===== src/hdl/qeacc_pkg.sv =====
// Package for the quadrature encoder decoder with speed-dependent step.
// Holds widths, detent patterns, register indexes and step types.
// No dependencies.
package qeacc_pkg;

  localparam int unsigned CODE_W    = 2;
  localparam int unsigned HIST_W    = 8;
  localparam int unsigned TIME_W    = 32;
  localparam int unsigned THR_W     = 16;
  localparam int unsigned STEP_W    = 5;
  localparam int unsigned CFG_IDX_W = 1;

  // History (oldest code in bits 7:6): 3,1,0,2 forward and 3,2,0,1 reverse
  localparam logic [HIST_W-1:0] HIST_FWD = 8'b1101_0010;
  localparam logic [HIST_W-1:0] HIST_REV = 8'b1110_0001;

  localparam logic [THR_W-1:0] FAST_THR_RST   = 16'd20;
  localparam logic [THR_W-1:0] MEDIUM_THR_RST = 16'd30;

  typedef logic signed [STEP_W-1:0] step_t;

  localparam step_t MAG_FAST   = 5'sd10;
  localparam step_t MAG_MEDIUM = 5'sd5;
  localparam step_t MAG_SLOW   = 5'sd1;
  localparam step_t STEP_NONE  = 5'sd0;

  typedef enum logic [CFG_IDX_W-1:0] {
    CFG_FAST_THR   = 1'b0,
    CFG_MEDIUM_THR = 1'b1
  } cfg_idx_e;

endpackage


===== src/hdl/quadrature_encoder_with_acceleration_core.sv =====
// Top level of the quadrature encoder decoder with speed-dependent step size.
// Depends on qeacc_pkg (hdl/qeacc_pkg.sv).
//
// One beat in per encoder sample (phase A, phase B, millisecond time) and one
// beat out per sample carrying a signed step: 0 unless the last four distinct
// codes form a full detent (3,1,0,2 forward, 3,2,0,1 reverse), then +-10,
// +-5 or +-1 depending on how long ago the previous detent was, compared with
// the fast and medium thresholds (register 0 and 1, reset 20 and 30 ms).
// Throughput is one sample per clock while in_stall_o is low: the code history
// and the last detent time update in the accepting cycle, and the step is
// registered. A two-entry output stage (result register plus skid register)
// keeps the input open while a result waits; the input stalls only when both
// entries are full. Write the thresholds only while no beat is in flight.
module quadrature_encoder_with_acceleration_core (
  input  logic                               clk_i,
  input  logic                               rst_ni,
  // config write port
  input  logic                               cfg_we_i,
  input  logic [qeacc_pkg::CFG_IDX_W-1:0]    cfg_index_i,
  input  logic [qeacc_pkg::THR_W-1:0]        cfg_wdata_i,
  // sample input
  input  logic                               in_valid_i,
  output logic                               in_stall_o,
  input  logic                               phase_a_i,
  input  logic                               phase_b_i,
  input  logic [qeacc_pkg::TIME_W-1:0]       now_ms_i,
  // step output
  output logic                               out_valid_o,
  input  logic                               out_stall_i,
  output qeacc_pkg::step_t                   step_o
);
  import qeacc_pkg::*;

  logic [THR_W-1:0]  fast_thr_q, medium_thr_q;
  logic [HIST_W-1:0] hist_q, hist_d;
  logic [TIME_W-1:0] last_det_q, last_det_d;

  logic              out_valid_q, skid_valid_q;
  step_t             out_step_q, skid_step_q;

  logic              in_acc, out_take;
  logic [CODE_W-1:0] code;
  logic [HIST_W-1:0] hist_shift;
  logic              changed, is_fwd, is_rev, is_det;
  logic [TIME_W-1:0] interval;
  logic              hi_zero;
  step_t             mag, step_new;

  assign in_stall_o  = skid_valid_q;
  assign out_valid_o = out_valid_q;
  assign step_o      = out_step_q;

  assign in_acc   = in_valid_i & ~skid_valid_q;
  assign out_take = out_valid_q & ~out_stall_i;

  // ---- decode ----
  assign code       = {phase_b_i, phase_a_i};
  assign changed    = (code != hist_q[CODE_W-1:0]);
  assign hist_shift = {hist_q[HIST_W-CODE_W-1:0], code};
  assign is_fwd     = changed && (hist_shift == HIST_FWD);
  assign is_rev     = changed && (hist_shift == HIST_REV);
  assign is_det     = is_fwd | is_rev;

  // interval since previous detent, mod 2^32; thresholds are 16 bits wide
  assign interval = now_ms_i - last_det_q;
  assign hi_zero  = (interval[TIME_W-1:THR_W] == '0);

  always_comb begin
    if (hi_zero && (interval[THR_W-1:0] < fast_thr_q)) begin
      mag = MAG_FAST;
    end else if (hi_zero && (interval[THR_W-1:0] < medium_thr_q)) begin
      mag = MAG_MEDIUM;
    end else begin
      mag = MAG_SLOW;
    end
  end

  always_comb begin
    step_new = STEP_NONE;
    if (is_fwd) begin
      step_new = mag;
    end else if (is_rev) begin
      step_new = -mag;
    end
  end

  always_comb begin
    hist_d     = hist_q;
    last_det_d = last_det_q;
    if (in_acc && changed) begin
      hist_d = hist_shift;
    end
    if (in_acc && is_det) begin
      last_det_d = now_ms_i;
    end
  end

  // ---- state and config ----
  always_ff @(posedge clk_i or negedge rst_ni) begin
    if (!rst_ni) begin
      hist_q       <= '0;
      last_det_q   <= '0;
      fast_thr_q   <= FAST_THR_RST;
      medium_thr_q <= MEDIUM_THR_RST;
    end else begin
      hist_q     <= hist_d;
      last_det_q <= last_det_d;
      if (cfg_we_i) begin
        case (cfg_idx_e'(cfg_index_i))
          CFG_FAST_THR:   fast_thr_q   <= cfg_wdata_i;
          CFG_MEDIUM_THR: medium_thr_q <= cfg_wdata_i;
          default: ;
        endcase
      end
    end
  end

  // ---- output register and skid ----
  always_ff @(posedge clk_i or negedge rst_ni) begin
    if (!rst_ni) begin
      out_valid_q  <= 1'b0;
      skid_valid_q <= 1'b0;
    end else begin
      if (out_take || !out_valid_q) begin
        if (skid_valid_q) begin
          out_valid_q  <= 1'b1;
          skid_valid_q <= 1'b0;
        end else begin
          out_valid_q <= in_acc;
        end
      end else if (in_acc) begin
        skid_valid_q <= 1'b1;
      end
    end
  end

  always_ff @(posedge clk_i) begin
    if (out_take || !out_valid_q) begin
      if (skid_valid_q) begin
        out_step_q <= skid_step_q;
      end else if (in_acc) begin
        out_step_q <= step_new;
      end
    end else if (in_acc) begin
      skid_step_q <= step_new;
    end
  end

`ifndef SYNTH
  // skid entry only fills behind a held result
  a_skid_behind_out: assert property (@(posedge clk_i) disable iff (!rst_ni)
    skid_valid_q |-> out_valid_q)
    else $error("skid entry valid without output entry");

  a_skid_fill_on_stall: assert property (@(posedge clk_i) disable iff (!rst_ni)
    $rose(skid_valid_q) |-> $past(out_stall_i) && $past(out_valid_q))
    else $error("skid filled while output was free");

  a_step_legal: assert property (@(posedge clk_i) disable iff (!rst_ni)
    out_valid_q |-> (out_step_q == STEP_NONE) || (out_step_q == MAG_SLOW) ||
                    (out_step_q == MAG_MEDIUM) || (out_step_q == MAG_FAST) ||
                    (out_step_q == -MAG_SLOW) || (out_step_q == -MAG_MEDIUM) ||
                    (out_step_q == -MAG_FAST))
    else $error("illegal step value");

  a_time_only_on_detent: assert property (@(posedge clk_i) disable iff (!rst_ni)
    (last_det_q != $past(last_det_q)) |-> $past(in_acc) && $past(is_det))
    else $error("detent time changed without a detent");
`endif

endmodule

===== config.mk =====
export PLATFORM = sky130hd
export DESIGN_NAME = quadrature_encoder_with_acceleration_core
export DESIGN_NICKNAME = d
export VERILOG_FILES = /design/src/hdl/qeacc_pkg.sv /design/src/hdl/quadrature_encoder_with_acceleration_core.sv
export SDC_FILE = /design/constraint.sdc
export NUM_CORES = 1
export LEC_CHECK = 0
export ABC_CLOCK_PERIOD_IN_PS = 4800
export BUFFER_PORTS_ARGS = -buffer_cell sky130_fd_sc_hd__buf_2
export CORE_MARGIN = 2
export CORE_UTILIZATION = 60
export DETAILED_ROUTE_END_ITERATION = 7
export GPL_TIMING_DRIVEN = 0
export HOLD_SLACK_MARGIN = 0.12
export PLACE_DENSITY = 0.81
export SLEW_MARGIN = 5
export SYNTH_ARGS = -nofsm -noshare
export SYNTH_HDL_FRONTEND = slang
export SYNTH_SLANG_ARGS = --single-unit

===== constraint.sdc =====
create_clock -name clk_i -period 4.8 [get_ports clk_i]
set_input_delay 0.24 -clock clk_i [delete_from_list [all_inputs] [get_ports clk_i]]
set_output_delay 0.24 -clock clk_i [all_outputs]
set_load 0.05 [all_outputs]

After elaboration in Yosys (flattened, before gate mapping)

Index checks and enable logic that the tools add are counted.

Logic and storage cells: 46
Input bits: 56
Flip-flop bits (word level): 82

Multiplexer cells: 9
Equality and inequality tests: 3
Magnitude comparators: 2
Bitwise operators: 7
Add/subtract/negate cells: 2
Reduce and logical (&&, ||, !) cells: 15

Operators by type and width:

| kind               | count |
|---|---|
| $lt 16x16->1       | 2 |
| $sub 32x32->32     | 1 |
| $mux 5             | 5 |
| $eq 8x8->1 const B | 2 |
| $logic_not 16->1   | 1 |
| $reduce_and 2->1   | 4 |
| $logic_and 1x1->1  | 6 |
| $neg 5->5          | 1 |
| $not 1->1          | 4 |
| $reduce_bool 2->1  | 2 |
| $mux 1             | 3 |
| $mux 3             | 1 |
| $and 1x1->1        | 2 |
| $ne 2x2->1         | 1 |
| $logic_not 1->1    | 1 |
| $logic_or 1x1->1   | 1 |
| $or 1x1->1         | 1 |

Longest topological paths before layout

Word-level depth: 10
Mapped depth: 19
Mapped depth without buffers: 19

Worst setup path after synthesis

OpenSTA, ideal clock, no wires.

Path type: reg2reg
Start: reg last_det_q[6]
End: reg out_step_q[2], in the netlist step_o[2] (data pin)
Path buffers: 0
Arrival time: 3.379 ns
Setup time: 0.268 ns
Data required time: 4.532 ns
Stages on the path, launching flop included: 18
Clock period less this slack: 3.648 ns
Path slack: 1.152 ns
Path through: dfrtp_1 inv_1 ha_1 a21o_1 nand2b_1 o21ai_2 nand2_1 nand3_1 nand2_1 a31oi_1 xnor2_1 ha_1 a21o_1 a21o_1 a2111oi_0 o21ai_0 o31ai_4 a31oi_1

Longest elaborated chain between the ends: 10
Elaborated cells between the ends (all ways): 13
Classes of those cells: add/sub: 2; order compare: 2; mux: 6; reduce/logical: 3

Ends and longest elaborated chain:

| what                                                    | RTL line                                                                                         | text |
|---|---|---|
| start: declaration                                      | quadrature_encoder_with_acceleration_core.sv:36                                                  | `logic [TIME_W-1:0] last_det_q, last_det_d;` |
| start signal: assignment                                | quadrature_encoder_with_acceleration_core.sv:107                                                 | `last_det_q <= last_det_d;` |
| $sub 32x32->32 *                                        | quadrature_encoder_with_acceleration_core.sv:65                                                  | `assign interval = now_ms_i - last_det_q;` |
| $lt 16x16->1 / $logic_not 16->1 (equally long branches) | quadrature_encoder_with_acceleration_core.sv:71, quadrature_encoder_with_acceleration_core.sv:66 |  |
| $logic_and 1x1->1                                       | quadrature_encoder_with_acceleration_core.sv:71                                                  | `end else if (hi_zero && (interval[THR_W-1:0] < medium_thr_q)) begin` |
| $mux 3                                                  | quadrature_encoder_with_acceleration_core.sv:71                                                  |  |
| $mux 5 *                                                | quadrature_encoder_with_acceleration_core.sv:69                                                  | `if (hi_zero && (interval[THR_W-1:0] < fast_thr_q)) begin` |
| $neg 5->5                                               | quadrature_encoder_with_acceleration_core.sv:83                                                  | `step_new = -mag;` |
| $mux 5                                                  | quadrature_encoder_with_acceleration_core.sv:82                                                  | `end else if (is_rev) begin` |
| $mux 5 *                                                | quadrature_encoder_with_acceleration_core.sv:80                                                  | `if (is_fwd) begin` |
| $mux 5 *                                                | quadrature_encoder_with_acceleration_core.sv:141                                                 | `end else if (in_acc) begin` |
| $mux 5 *                                                | quadrature_encoder_with_acceleration_core.sv:139                                                 | `if (skid_valid_q) begin` |
| end signal: assignment                                  | quadrature_encoder_with_acceleration_core.sv:140                                                 | `out_step_q <= skid_step_q;` |
| end signal: assignment                                  | quadrature_encoder_with_acceleration_core.sv:142                                                 | `out_step_q <= step_new;` |
| end: declaration                                        | quadrature_encoder_with_acceleration_core.sv:39                                                  | `step_t out_step_q, skid_step_q;` |

Mark *: on every way between the ends. The rest lies on a longest branch, timed or not. The select of a mux whose other input is x is not followed.
A chain may end at the register's enable or synchronous reset.

Worst setup path in the final report

Start: in now_ms_i[0] (netlist bit)
End: reg out_step_q[3], in the netlist step_o[3] (data pin)

Longest elaborated chain between the ends: 10
Elaborated cells between the ends (all ways): 13
Classes of those cells: add/sub: 2; order compare: 2; mux: 6; reduce/logical: 3

Ends and longest elaborated chain:

| what                                                    | RTL line                                                                                         | text |
|---|---|---|
| start: declaration                                      | quadrature_encoder_with_acceleration_core.sv:26                                                  | `input logic [qeacc_pkg::TIME_W-1:0] now_ms_i,` |
| $sub 32x32->32 *                                        | quadrature_encoder_with_acceleration_core.sv:65                                                  |  |
| $lt 16x16->1 / $logic_not 16->1 (equally long branches) | quadrature_encoder_with_acceleration_core.sv:71, quadrature_encoder_with_acceleration_core.sv:66 |  |
| $logic_and 1x1->1                                       | quadrature_encoder_with_acceleration_core.sv:71                                                  |  |
| $mux 3                                                  | quadrature_encoder_with_acceleration_core.sv:71                                                  |  |
| $mux 5 *                                                | quadrature_encoder_with_acceleration_core.sv:69                                                  |  |
| $neg 5->5                                               | quadrature_encoder_with_acceleration_core.sv:83                                                  |  |
| $mux 5                                                  | quadrature_encoder_with_acceleration_core.sv:82                                                  |  |
| $mux 5 *                                                | quadrature_encoder_with_acceleration_core.sv:80                                                  |  |
| $mux 5 *                                                | quadrature_encoder_with_acceleration_core.sv:141                                                 |  |
| $mux 5 *                                                | quadrature_encoder_with_acceleration_core.sv:139                                                 |  |

Marked as above.

==> summary.md <==
| Metric | Value |
|---|---|
| Critical path peak fanout | 5 |
| Adder-Cell Fraction of Synth Area | 13.03% |
| Syn Area/Cell | 8.711 sq um |
| I/O Buffers | 62 |
| Max-slew headroom | 43.51% |
| Post-route setup slack | 437.0 ps |
| Max clock buf depth | 2 |
| Crit end category | flip-flop |
| Die height | 104.1 um |
| Worst path required time | 4920 ps |
| Max_cap viols | 0 |
| Final hold violation count | 0 |
| Die area | 10,830 sq um |
| Pin count of the biggest net entering global routing | 43 |
| Most common cell in the synthesized netlist | nand2_1 |
| Hold crit path type | in -> reg |
| Clock root buffer | clkbuf_8 |
| Most used cell, CP | a21oi_1 |
| First-pass GRT wire length | 26,720 um |
| Placement Rows | 36 |
| Layout filler cell count | 740 |
| Fin nets | 929 |
| Yosys warns | 0 |
| DP HPWL | 11,350 um |
| #FFs+latches synth | 82 |
| Leak | 0.003423 uW |
| Largest stage delay on the critical path | 530 ps |
| Syn_nets | 808 |
| Vias in the first global route | 5,652 |
| Pwr dens | 552.5 nW/um^2 |
| Sequential Power Share | 24.0% |
| Net Sw Frac | 46.38% |
| Cells after Synth | 690 |
| Final instance area | 7189 sq um |
| Synth top area share | 27.48% |
| DRC violations left | 0 |
| DP Worst Slack | 284.2 ps |
| H-tree Lvls | 3 |
| Reg-to-reg endpoint | step_o[3] |
| Post-route ant nets | 0 |
| Fraction of the mapped netlist area in simple logic gates | 16.44% |
| # diodes | 0 |
| Post-Syn Area | 6011 sq um |
| Unrepaired setup endpoints after global routing | no |
| Placed Cells incl. Taps | 886 |
| P_sw | 1842 uW |
| CTS tree | done |
| Synth area leader | dfrtp_1 |
| GR Overflow Total | 0 |
| Max-slew violations | 0 |
| Worst-margin pin slew | 826.0 ps |
| Logic pwr share | 62.5% |
| Final wirelength | 15,410 um |
| R2R Setup Slk | 630 ps |
| GRT Total Usage | 30.33% |
| Crit-path cells | dlygate4sd3_1 -> buf_2 -> inv_1 -> ha_1 -> fa_1 -> nand2b_1 -> a21oi_1 -> o21ai_1 -> a21oi_1 -> nor2_1 -> xnor2_1 -> ha_1 -> a21o_1 -> a21oi_1 -> o21ai_0 -> a21oi_1 -> o21ai_0 -> o31ai_2 -> a31oi_1 |
| CTS sink cnt | 82 |
| Clock skew | 9.085 ps |
| Internal | 2130 uW |
| WHS Endpoint | out_valid_o |
| Highest clock rate | 0.2292 GHz |
| Initial antenna violation count | 0 |
| Critical path data arrival time | 4490 ps |
| Multi-input gate area | 3552 sq um |
| Post-synth cell types | 69 |
| Io pins | 63 |
| Ys async rst share | 87.80% |
| Register area | 2110 sq um |
| Hold Path Stages | 3 |
| Status | complete, no violations |
| Post-DP Area | 6510 sq um |
| Via count | 5,542 |
| Hold WS | 150.3 ps |
| GPL Wtd Cong | 0.9057 |
| Crit Path Class | in -> reg |
| HP Start | in_valid_i |
| Register area share after synthesis | 35.10% |
| Post-synth EDFFs | 10 |
| Setup Fix Bufs, Post-CTS | 0 |
| Non-Filler Instances | 949 |
| Clk_lat worst skew | 380 ps |
| TritonRoute pass-1 iters | 7 |
| DR vias/cell | 5.840 |
| Most common library cells after synthesis | nand2_1 (87), inv_1 (72), o21ai_0 (70), dfrtp_1 (66), ha_1 (61) |
| Final Cycle Share | 90.90% |
| IR drop worst, VDD | 0.2629 mV |
| Power share of the clock group | 13.5% |
| Layout area overhead | 19.61% |
| Compound-Gate Fraction of Synth Area | 21.54% |
| Die width | 104.1 um |
| CTS clk-pin slew, worst paths | 90 ps |
| CP max stage cell | dlygate4sd3_1 |
| Largest family of logic cells by synthesized area | compound AO/OA/AOI/OAI gates |
| Initial Utilization | 61.78% |
| Main synth FF type | dfrtp_1 |
| Setup-failing EPs final | 0 |
| WL per Instance | 16.24 um |
| Share of cells above drive strength 1 | 17.03% |
| Setup TNS | 0 ps |
| CORE AREA | 9729 sq um |
| Setup crit start kind | primary input |
| Worst r2r src | last_det_q[0] |
| CTS Buf Count | 9 |
| Mux cell area share after synthesis | 5.058% |
| Initial DRC Count | 387 |
| Top cells by area, synth | dfrtp_1 (27%), ha_1 (13%), o21ai_0 (5.8%) |
| Worst R2R Path Depth | 16 |
| Post-synthesis xor/xnor area fraction | 2.914% |
| Minimum clock period | 4363 ps |
worst max-delay path: cells and delay by family:
family | cells | cell delay, ps
xor+xnor | 1 | 220
compound gates | 10 | 2090
fa+ha+maj | 3 | 940
buf+inv | 3 | 710
simple gates | 2 | 280
worst max path at each step:
stage	slack [ps]	from	endpoint	depth (start not counted)
floorplan	1150	last_det_q[6]	step_o[2]	17
CTS	130	now_ms_i[6]	step_o[2]	18
finish	440	now_ms_i[0]	step_o[3]	19
detailed placement	280	now_ms_i[6]	step_o[2]	17
global route	80	now_ms_i[0]	step_o[3]	19
global placement	320	now_ms_i[0]	step_o[2]	17
what timing repair did:
item                                    4_1_cts  5_1_grt
endpoints found under the setup margin        0        2
hold buffers                                 46        1
hold endpoints to repair                     86        1
resized for setup                             0        2
flip-flops by register name (all words and copies together), names as in the netlist:
| name | cells |
|---|---|
| medium_thr_q | 16 |
| skid_step_q | 5 |
| in_stall_o | 1 |
| step_o | 5 |
| hist_q | 6 |
| out_valid_o | 1 |
| fast_thr_q | 16 |
| last_det_q | 32 |
power by group through the flow:
stage / clock network [uW] / registers [uW] / logic [uW]
after global placement: 0 / 954 / 2250
after floorplan: 0 / 962 / 1790
after global routing: 570 / 972 / 2790
final: 537 / 952 / 2480
after detailed placement: 0 / 965 / 2350
after CTS: 536 / 951 / 2410
layout make-up:
cell class	count	area share, %
plain buffers	19	1.183
clock buffers	11	1.967
clock inverters	5	0.8528
inverters	72	3.759
multi-input cells	517	49.41
flip-flops and latches	82	29.34
well taps	133	2.315
repair buffers	110	11.17
per-layer routing:
metal | global-route usage [%] | wire [um] | vias to the layer above
met5 | 0 | 0 | -
met4 | 11.29 | 410 | 0
met3 | 5.138 | 649 | 39
met2 | 51.36 | 7462 | 164
li1 | - | - | 2688
met1 | 39.05 | 6886 | 2651
cells by family after synthesis:
| kind of cell | Yosys count |
|---|---|
| simple gates | 206 |
| flops | 82 |
| xor+xnor | 20 |
| buf+inv | 91 |
| mux | 27 |
| compound gates | 202 |
| fa+ha+maj | 62 |
through the flow:
step / power, uW / utilization (%)
2_1_floorplan: 2752 / -
3_5_place_dp: 3310 / 66.91
3_3_place_gp: 3204 / 66.68
6_report: 3972 / 73.89
5_1_grt: 4328 / 73.89
4_1_cts: 3896 / 73.73
layout by cell type (no fill, tap or decap), types with 4 or more instances in the layout:
master and instances:
a211oi_1 5, xor2_1 12, a31oi_1 8, dfstp_2 6, o21ai_1 4, dfrtp_1 66, nor2_1 44, ha_1 61
a21o_1 17, nor4_1 4, nand4_1 12, clkbuf_8 10, mux2_2 27, nor3_1 12, a21oi_1 45, o211ai_1 9
inv_1 72, clkbuf_1 14, edfxtp_1 10, o21a_1 4, o21ai_0 70, dlygate4sd3_1 47, nand2_1 87, xnor2_1 8
nand3_1 9, buf_2 66, nand2b_1 10
Note: power is estimated with default switching activity, not from simulation.
